File: src/rtl/core/swct_pkg.sv
// Types, codes and sizes for the stop-and-wait connection table core.
package swct_pkg;

    localparam int SLOTS        = 16;
    localparam int SLOT_W       = (SLOTS > 1) ? $clog2(SLOTS) : 1;
    localparam int HEADER_BYTES = 16;
    localparam int SEQ_MOD      = 255;
    localparam logic [7:0] SEQ_NONE = 8'd254;

    typedef enum logic [1:0] {
        FUNC_REQUEST = 2'd0,
        FUNC_PACKET  = 2'd1,
        FUNC_CLOSE   = 2'd2,
        FUNC_UNUSED  = 2'd3
    } func_t;

    localparam logic [2:0] FLAG_REQUEST   = 3'd0;
    localparam logic [2:0] FLAG_DATA      = 3'd1;
    localparam logic [2:0] FLAG_ACK       = 3'd2;
    localparam logic [2:0] FLAG_TERMINATE = 3'd3;

    localparam logic [1:0] CHOICE_ACCEPT = 2'd0;
    localparam logic [1:0] CHOICE_FULL   = 2'd1;

    typedef enum logic [3:0] {
        KIND_REQ_PENDING = 4'd0,
        KIND_NEW_DATA    = 4'd1,
        KIND_DUPLICATE   = 4'd2,
        KIND_ACK         = 4'd3,
        KIND_TERMINATE   = 4'd4,
        KIND_UNKNOWN     = 4'd5,
        KIND_ACCEPTED    = 4'd6,
        KIND_DENIED      = 4'd7,
        KIND_CLOSED      = 4'd8
    } kind_t;

    typedef enum logic [1:0] {
        RFLAG_ACCEPT = 2'd0,
        RFLAG_DENY   = 2'd1,
        RFLAG_ACK    = 2'd2
    } rflag_t;

    typedef enum logic [1:0] {
        RSN_NONE    = 2'd0,
        RSN_ID_USED = 2'd1,
        RSN_FULL    = 2'd2,
        RSN_REFUSED = 2'd3
    } reason_t;

    typedef enum logic [2:0] {
        ST_IDLE,
        ST_SCAN,
        ST_RESOLVE,
        ST_APPLY,
        ST_EMIT
    } state_t;

    typedef struct packed {
        logic [1:0]  func;
        logic [2:0]  flag_code;
        logic [31:0] peer_id;
        logic [7:0]  seq_num;
        logic [7:0]  ack_num;
        logic [15:0] total_len;
        logic [1:0]  accept_choice;
        logic [31:0] grant_id;
        logic [3:0]  slot_sel;
    } item_t;

    typedef struct packed {
        logic [31:0] peer_id;
        logic [31:0] own_id;
        logic [7:0]  recv_seq;
        logic [7:0]  ack_seq;
    } entry_t;

    typedef struct packed {
        kind_t       kind;
        logic        reply_valid;
        rflag_t      reply_flag;
        logic [7:0]  reply_ack_seq;
        reason_t     reply_reason;
        logic [31:0] reply_own_id;
        logic [31:0] reply_peer_id;
        logic [15:0] payload_len;
        logic [3:0]  conn_slot;
    } result_t;

endpackage

File: src/rtl/core/stop_and_wait_connection_table_core.sv
// Receive-side stop-and-wait engine with a scanned connection table.
//
// Usage: one request enters on item_valid/item_stall (request, packet or close),
// one result leaves on result_valid/result_stall. A request is taken when valid
// is high and stall is low. item_stall is high while a request is in work.
// Close, refused or malformed requests and packets flagged as requests go from
// acceptance straight to the result stage. Requests to accept and packets scan the
// table one slot per cycle through the table memory read port, then resolve
// and update: packets from a known sender pass scan, resolve, apply and emit;
// requests to accept and packets from unknown senders skip apply. The next
// request is taken in the cycle after the result is loaded. Unused func codes
// are dropped with no result.
// The result sits in an output register; a stalled result holds, and the
// engine may take one more request meanwhile, waiting before its own result.
// Reset clears all slot valid bits and empties the output register; table
// contents are not cleared and are read only for valid slots.
module stop_and_wait_connection_table_core
    import swct_pkg::*;
(
    input  logic        clk,
    input  logic        rst_n,
    input  logic        item_valid,
    output logic        item_stall,
    input  logic [1:0]  func,
    input  logic [2:0]  flag_code,
    input  logic [31:0] peer_id,
    input  logic [7:0]  seq_num,
    input  logic [7:0]  ack_num,
    input  logic [15:0] total_len,
    input  logic [1:0]  accept_choice,
    input  logic [31:0] grant_id,
    input  logic [3:0]  slot_sel,
    output logic        result_valid,
    input  logic        result_stall,
    output logic [3:0]  kind,
    output logic        reply_valid,
    output logic [1:0]  reply_flag,
    output logic [7:0]  reply_ack_seq,
    output logic [1:0]  reply_reason,
    output logic [31:0] reply_own_id,
    output logic [31:0] reply_peer_id,
    output logic [15:0] payload_len,
    output logic [3:0]  conn_slot
);

    state_t                state_reg, state_next;
    item_t                 item_reg, item_next;
    result_t               res_reg, res_next;
    result_t               out_reg, out_next;
    logic                  out_valid_reg, out_valid_next;
    logic [SLOT_W:0]       cnt_reg, cnt_next;
    logic                  rd_live_reg, rd_live_next;
    logic [SLOT_W-1:0]     rd_idx_reg, rd_idx_next;
    logic                  hit_reg, hit_next;
    logic [SLOT_W-1:0]     hit_idx_reg, hit_idx_next;
    logic [SLOTS-1:0]      valid_reg, valid_next;

    entry_t                mem [SLOTS];
    entry_t                rd_entry_reg;
    logic [SLOT_W-1:0]     rd_addr;
    logic                  wr_en;
    logic [SLOT_W-1:0]     wr_addr;
    entry_t                wr_data;

    logic                  sel_ok;
    logic [SLOT_W-1:0]     sel_idx;
    logic [7:0]            expect_seq;
    logic [7:0]            recv_inc;
    logic [7:0]            recv_new;
    logic [16:0]           len_diff;

    function automatic logic [7:0] seq_inc(input logic [7:0] v);
        logic [8:0] s;
        s = {1'b0, v} + 9'd1;
        if (s >= 9'(SEQ_MOD))
        begin
            s = s - 9'(SEQ_MOD);
        end
        return s[7:0];
    endfunction

    assign item_stall   = (state_reg != ST_IDLE);
    assign result_valid = out_valid_reg;
    assign kind          = out_reg.kind;
    assign reply_valid   = out_reg.reply_valid;
    assign reply_flag    = out_reg.reply_flag;
    assign reply_ack_seq = out_reg.reply_ack_seq;
    assign reply_reason  = out_reg.reply_reason;
    assign reply_own_id  = out_reg.reply_own_id;
    assign reply_peer_id = out_reg.reply_peer_id;
    assign payload_len   = out_reg.payload_len;
    assign conn_slot     = out_reg.conn_slot;

    assign sel_ok     = (32'(item_reg.slot_sel) < SLOTS);
    assign sel_idx    = SLOT_W'(item_reg.slot_sel);
    assign expect_seq = seq_inc(rd_entry_reg.ack_seq);
    assign recv_inc   = seq_inc(rd_entry_reg.recv_seq);
    assign recv_new   = (item_reg.seq_num == expect_seq) ? recv_inc : rd_entry_reg.recv_seq;
    assign len_diff   = {1'b0, item_reg.total_len} - 17'(HEADER_BYTES);

    // table memory: one write port, one registered read port
    always_ff @(posedge clk)
    begin
        if (wr_en)
        begin
            mem[wr_addr] <= wr_data;
        end
        rd_entry_reg <= mem[rd_addr];
    end

    always_ff @(posedge clk)
    begin
        item_reg <= item_next;
        res_reg  <= res_next;
        out_reg  <= out_next;
    end

    always_ff @(posedge clk or negedge rst_n)
    begin
        if (!rst_n)
        begin
            state_reg     <= ST_IDLE;
            out_valid_reg <= 1'b0;
            cnt_reg       <= '0;
            rd_live_reg   <= 1'b0;
            rd_idx_reg    <= '0;
            hit_reg       <= 1'b0;
            hit_idx_reg   <= '0;
            valid_reg     <= '0;
        end
        else
        begin
            state_reg     <= state_next;
            out_valid_reg <= out_valid_next;
            cnt_reg       <= cnt_next;
            rd_live_reg   <= rd_live_next;
            rd_idx_reg    <= rd_idx_next;
            hit_reg       <= hit_next;
            hit_idx_reg   <= hit_idx_next;
            valid_reg     <= valid_next;
        end
    end

    always_comb
    begin
        state_next     = state_reg;
        item_next      = item_reg;
        res_next       = res_reg;
        out_next       = out_reg;
        out_valid_next = out_valid_reg && result_stall;
        cnt_next       = cnt_reg;
        rd_live_next   = 1'b0;
        rd_idx_next    = rd_idx_reg;
        hit_next       = hit_reg;
        hit_idx_next   = hit_idx_reg;
        valid_next     = valid_reg;
        rd_addr        = cnt_reg[SLOT_W-1:0];
        wr_en          = 1'b0;
        wr_addr        = sel_idx;
        wr_data        = rd_entry_reg;

        case (state_reg)
            ST_IDLE:
            begin
                if (item_valid)
                begin
                    item_next = '{func: func, flag_code: flag_code, peer_id: peer_id,
                                  seq_num: seq_num, ack_num: ack_num,
                                  total_len: total_len, accept_choice: accept_choice,
                                  grant_id: grant_id, slot_sel: slot_sel};
                    res_next = '0;
                    cnt_next = '0;
                    hit_next = 1'b0;
                    case (func_t'(func))
                        FUNC_REQUEST:
                        begin
                            if (flag_code != FLAG_REQUEST)
                            begin
                                res_next.kind = KIND_DENIED;
                                state_next    = ST_EMIT;
                            end
                            else
                            begin
                                res_next.reply_valid   = 1'b1;
                                res_next.reply_own_id  = grant_id;
                                res_next.reply_peer_id = peer_id;
                                res_next.kind          = KIND_DENIED;
                                res_next.reply_flag    = RFLAG_DENY;
                                if (accept_choice == CHOICE_ACCEPT)
                                begin
                                    state_next = ST_SCAN;
                                end
                                else
                                begin
                                    res_next.reply_reason = (accept_choice == CHOICE_FULL) ?
                                                            RSN_FULL : RSN_REFUSED;
                                    state_next = ST_EMIT;
                                end
                            end
                        end
                        FUNC_PACKET:
                        begin
                            if (flag_code == FLAG_REQUEST)
                            begin
                                res_next.kind = KIND_REQ_PENDING;
                                state_next    = ST_EMIT;
                            end
                            else
                            begin
                                state_next = ST_SCAN;
                            end
                        end
                        FUNC_CLOSE:
                        begin
                            if (32'(slot_sel) < SLOTS)
                            begin
                                valid_next[SLOT_W'(slot_sel)] = 1'b0;
                            end
                            res_next.kind      = KIND_CLOSED;
                            res_next.conn_slot = slot_sel;
                            state_next         = ST_EMIT;
                        end
                        default:
                        begin
                            state_next = ST_IDLE;
                        end
                    endcase
                end
            end

            ST_SCAN:
            begin
                // read slot cnt, compare the previously read slot
                if (cnt_reg < (SLOT_W + 1)'(SLOTS))
                begin
                    rd_live_next = 1'b1;
                    rd_idx_next  = cnt_reg[SLOT_W-1:0];
                    cnt_next     = cnt_reg + 1'b1;
                end
                else
                begin
                    state_next = ST_RESOLVE;
                end
                if (rd_live_reg && valid_reg[rd_idx_reg] &&
                    rd_entry_reg.peer_id == item_reg.peer_id)
                begin
                    hit_next     = 1'b1;
                    hit_idx_next = rd_idx_reg;
                end
            end

            ST_RESOLVE:
            begin
                rd_addr = hit_idx_reg;
                if (item_reg.func == FUNC_REQUEST)
                begin
                    state_next = ST_EMIT;
                    if (hit_reg)
                    begin
                        res_next.reply_reason = RSN_ID_USED;
                        res_next.conn_slot    = 4'(hit_idx_reg);
                    end
                    else if (!sel_ok)
                    begin
                        res_next.reply_reason = RSN_FULL;
                    end
                    else
                    begin
                        wr_en   = 1'b1;
                        wr_data = '{peer_id: item_reg.peer_id, own_id: item_reg.grant_id,
                                    recv_seq: SEQ_NONE, ack_seq: SEQ_NONE};
                        valid_next[sel_idx] = 1'b1;
                        res_next.kind       = KIND_ACCEPTED;
                        res_next.reply_flag = RFLAG_ACCEPT;
                        res_next.conn_slot  = item_reg.slot_sel;
                    end
                end
                else if (!hit_reg)
                begin
                    res_next.kind = KIND_UNKNOWN;
                    state_next    = ST_EMIT;
                end
                else
                begin
                    state_next = ST_APPLY;
                end
            end

            ST_APPLY:
            begin
                wr_addr            = hit_idx_reg;
                res_next.conn_slot = 4'(hit_idx_reg);
                state_next         = ST_EMIT;
                case (item_reg.flag_code)
                    FLAG_DATA:
                    begin
                        wr_en            = 1'b1;
                        wr_data.recv_seq = recv_new;
                        wr_data.ack_seq  = recv_new;
                        if (item_reg.seq_num == expect_seq)
                        begin
                            res_next.kind        = KIND_NEW_DATA;
                            res_next.payload_len = len_diff[16] ? 16'd0 : len_diff[15:0];
                        end
                        else
                        begin
                            res_next.kind = KIND_DUPLICATE;
                        end
                        res_next.reply_valid   = 1'b1;
                        res_next.reply_flag    = RFLAG_ACK;
                        res_next.reply_ack_seq = recv_new;
                        res_next.reply_own_id  = rd_entry_reg.own_id;
                        res_next.reply_peer_id = rd_entry_reg.peer_id;
                    end
                    FLAG_ACK:
                    begin
                        wr_en           = 1'b1;
                        wr_data.ack_seq = item_reg.ack_num;
                        res_next.kind   = KIND_ACK;
                    end
                    FLAG_TERMINATE:
                    begin
                        res_next.kind = KIND_TERMINATE;
                    end
                    default:
                    begin
                        res_next.kind = KIND_UNKNOWN;
                    end
                endcase
            end

            ST_EMIT:
            begin
                if (!out_valid_reg || !result_stall)
                begin
                    out_next       = res_reg;
                    out_valid_next = 1'b1;
                    state_next     = ST_IDLE;
                end
            end

            default:
            begin
                state_next = ST_IDLE;
            end
        endcase
    end

endmodule

File: config.mk
export PLATFORM = sky130hd
export DESIGN_NAME = stop_and_wait_connection_table_core
export DESIGN_NICKNAME = d
export VERILOG_FILES = /design/src/rtl/core/swct_pkg.sv /design/src/rtl/core/stop_and_wait_connection_table_core.sv
export SDC_FILE = /design/constraint.sdc
export NUM_CORES = 2
export LEC_CHECK = 0
export BUFFER_PORTS_ARGS = -buffer_cell sky130_fd_sc_hd__buf_2
export CORE_ASPECT_RATIO = 1.75
export CORE_MARGIN = 1.5
export CORE_UTILIZATION = 55
export DETAILED_ROUTE_END_ITERATION = 12
export GPL_TIMING_DRIVEN = 0
export PLACE_DENSITY_LB_ADDON = 0.15
export SLEW_MARGIN = 0
export SYNTH_ARGS = -nofsm -noshare
export SYNTH_HDL_FRONTEND = slang
export SYNTH_SLANG_ARGS = --single-unit
File: constraint.sdc
create_clock -name clk -period 7.8 [get_ports clk]
set_input_delay 0.78 -clock clk [delete_from_list [all_inputs] [get_ports clk]]
set_output_delay 0.78 -clock clk [all_outputs]
set_load 0.1 [all_outputs]
==> flow_summary.json <==
{
  "status": "finished clean",
  "gr-total-overflow": 0,
  "synth_fp_nets": 3650,
  "clock_skew_ns": 0.0258,
  "critPathRequiredTime_ns": 8.28,
  "die_x_um": 264,
  "worstMarginPinSlew_ns": 1.41,
  "synth_cells": 3532,
  "num-fill-cells": 8091,
  "synth-main-ff-cell": "edfxtp_1",
  "p_leak_nw": 25.4,
  "clk_latency_ns": 0.79,
  "cts_setup_buffers": 0,
  "hold_viol": 0,
  "maxCapViolCount": 0,
  "startpoint_type": "register",
  "r2r-start": "state_reg[1]",
  "drive_gt1_share_pct": 23.5,
  "die-area_um2": 121000,
  "dr.pass1.iters": 6,
  "grt_pass1_wl_mm": 244,
  "drt_iter0_drc": 3883,
  "synth_edf_count": 1587,
  "ir_drop_uv": 246,
  "fp.coreArea_um2": 118000,
  "path_max_fanout": 18,
  "max_freq_mhz": 194,
  "setup_violations": 0,
  "cts_resized": 0,
  "clk_pin_slew_ns": 0.06,
  "ys_seq_area_share_pct": 76.7,
  "viasPerCell": 6.23,
  "synth.distinct_cells": 66,
  "drv_slew": 0,
  "largest_reg_flops": 1280,
  "htreeDepth": 4,
  "crit_start": "state_reg[1]",
  "routed_wirelength_mm": 172,
  "r2r_end": "mem[3][56]",
  "grt_setup_unrepaired": "false",
  "period_share_pct": 66.0,
  "grt_usage_pct": 28.8,
  "synth-seq-cells": 1702,
  "nets": 4105,
  "post-place-ws_ns": 2.71,
  "areaGrowthSynthToFinish_pct": 15.6,
  "rr_worst_depth": 14,
  "die_h_um": 459,
  "ant_nets": 0,
  "powerDensity_nw_per_um2": 354,
  "slew_headroom_pct": 5.92,
  "wl_per_cell_um": 30.5,
  "io_buffers": 213,
  "gp_congestion": 0.883,
  "endpoint": "mem[3][56]",
  "synthArstFlopShare_pct": 2.06,
  "cts_tree": "built",
  "drc_errors": 0,
  "final_common_cell": "edfxtp_1",
  "hold_class": "primary input to async pin",
  "cts_root_buffer": "clkbuf_16",
  "ys_warn_count": 0,
  "cp-end-kind": "register",
  "cts_buffer_depth": 3,
  "ctsHoldBuffers": 0,
  "timing.hold.ws_ns": 0.0871,
  "place_hpwl_mm": 113,
  "cts_buffers": 151,
  "synthesis.area_um2": 65400,
  "start_util_pct": 55.4,
  "rows": 167,
  "cts_sinks": 1702,
  "min_period_ns": 5.15,
  "setup_ws_ns": 2.65,
  "grt_max_degree": 59,
  "regArea_um2": 50100,
  "layout_common_cells": "edfxtp_1, nand2_1, mux4_2, buf_2, clkbuf_16",
  "vias": 35100,
  "path_class": "register to register",
  "ios": 214,
  "worstPathArrival_ns": 5.63,
  "final_core_util_pct": 64.0,
  "grt_pass1_vias": 36000,
  "ff2ff_setup_slack_ns": 2.65,
  "antenna_found_initial": 15,
  "multiInputGateArea_um2": 14400,
  "synth.avg_cell_area_um2": 18.5
}
[report_power, final]
part	internal, W	switching, W	total [W]
registers	0.0119	0.000397	0.0123
logic	0.00222	0.00452	0.00675
clock network	0.00444	0.00332	0.00776
total	0.0185	0.00824	0.0268
[metal layers]
| metal | track usage (%) | share of wire, % | vias to the layer above |
|---|---|---|---|
| met5 | 0 | 0.098 | - |
| met4 | 13.0 | 4.7 | 26 |
| met3 | 5.98 | 7.7 | 418 |
| met2 | 50.3 | 52 | 1651 |
| met1 | 34.5 | 36 | 18100 |
| li1 | - | - | 14900 |
[area by class of cell]
class	count	area share, %
Antenna cell	4	0.0132
Buffer	194	1.31
Clock buffer	202	5.61
Clock inverter	78	1.22
Inverter	19	0.101
Multi-Input combinational cell	1617	19.0
Sequential cell	1702	66.3
Tap cell	1521	2.52
Timing Repair Buffer	302	3.84
[worst max-delay path, stage by stage (launching register included)]
cell,delay [ns]
dfrtp_1,0.36
buf_4,0.16
nor2b_4,0.13
buf_6,0.13
nand2_1,0.08
clkbuf_1,0.57
clkinv_1,0.58
clkbuf_1,0.71
nor3_1,0.43
nor2_1,0.25
nor2_4,0.52
buf_12,0.26
buf_12,0.22
buf_16,0.20
buf_16,0.17
[cell usage after synthesis (all sizes together), types with 3 or more instances]
cell type / count / share of area [%]
edfxtp: 1587 / 73
nand2: 532 / 3.1
mux4: 325 / 11
o21ai: 130 / 1.0
clkbuf: 123 / 0.71
a31oi: 94 / 0.90
a211oi: 83 / 0.95
and2: 83 / 0.79
dfxtp: 80 / 2.4
buf: 71 / 0.81
nor2: 70 / 0.41
xor2: 42 / 0.56
a21oi: 41 / 0.31
dfrtp: 35 / 1.3
mux2i: 20 / 0.33
nand3: 19 / 0.15
nor3: 19 / 0.15
inv: 18 / 0.10
xnor2: 16 / 0.21
nand2b: 15 / 0.15
and3: 13 / 0.12
nor4: 12 / 0.11
nand4: 11 / 0.11
o31ai: 11 / 0.13
or3: 11 / 0.11
mux2: 9 / 0.16
or2: 8 / 0.077
ha: 7 / 0.13
nor3b: 7 / 0.080
o311ai: 5 / 0.067
o31a: 3 / 0.040
[through the flow]
stage	TNS (ns)	total power [W]	std cells	area (µm²)
finish	0	0.0268	5639	75600
global placement	-4901.71	0.0190	5266	68400
floorplan	0	0.0170	3532	65400
detailed placement	0	0.0192	5355	70400
CTS	0	0.0269	5635	75500
global route	0	0.0276	5637	75600
[how the worst min path moves through the flow]
stage           startpoint          endpoint  slack, ns  cells past startpoint
2_1_floorplan   res_reg[0]      conn_slot[0]       0.40                      0
3_3_place_gp   res_reg[67]  reply_own_id[15]       0.40                      0
3_5_place_dp   res_reg[18]   payload_len[14]       0.40                      0
4_1_cts              rst_n        cnt_reg[3]       0.08                      1
5_1_grt         ack_num[3]      item_reg[57]       0.14                      1
6_report             rst_n      result_valid       0.09                      1
[kinds of logic after synthesis]
logic type,synth area share [%]
AOI/OAI and AO/OA,3.64
xor gates and xnor gates,0.777
adders and majority gates,0.134
buffers and inverters,1.62
DFF,76.7
muxes,11.7
and+or+nand+nor,5.47
Note: power is estimated with default switching activity, not from simulation.
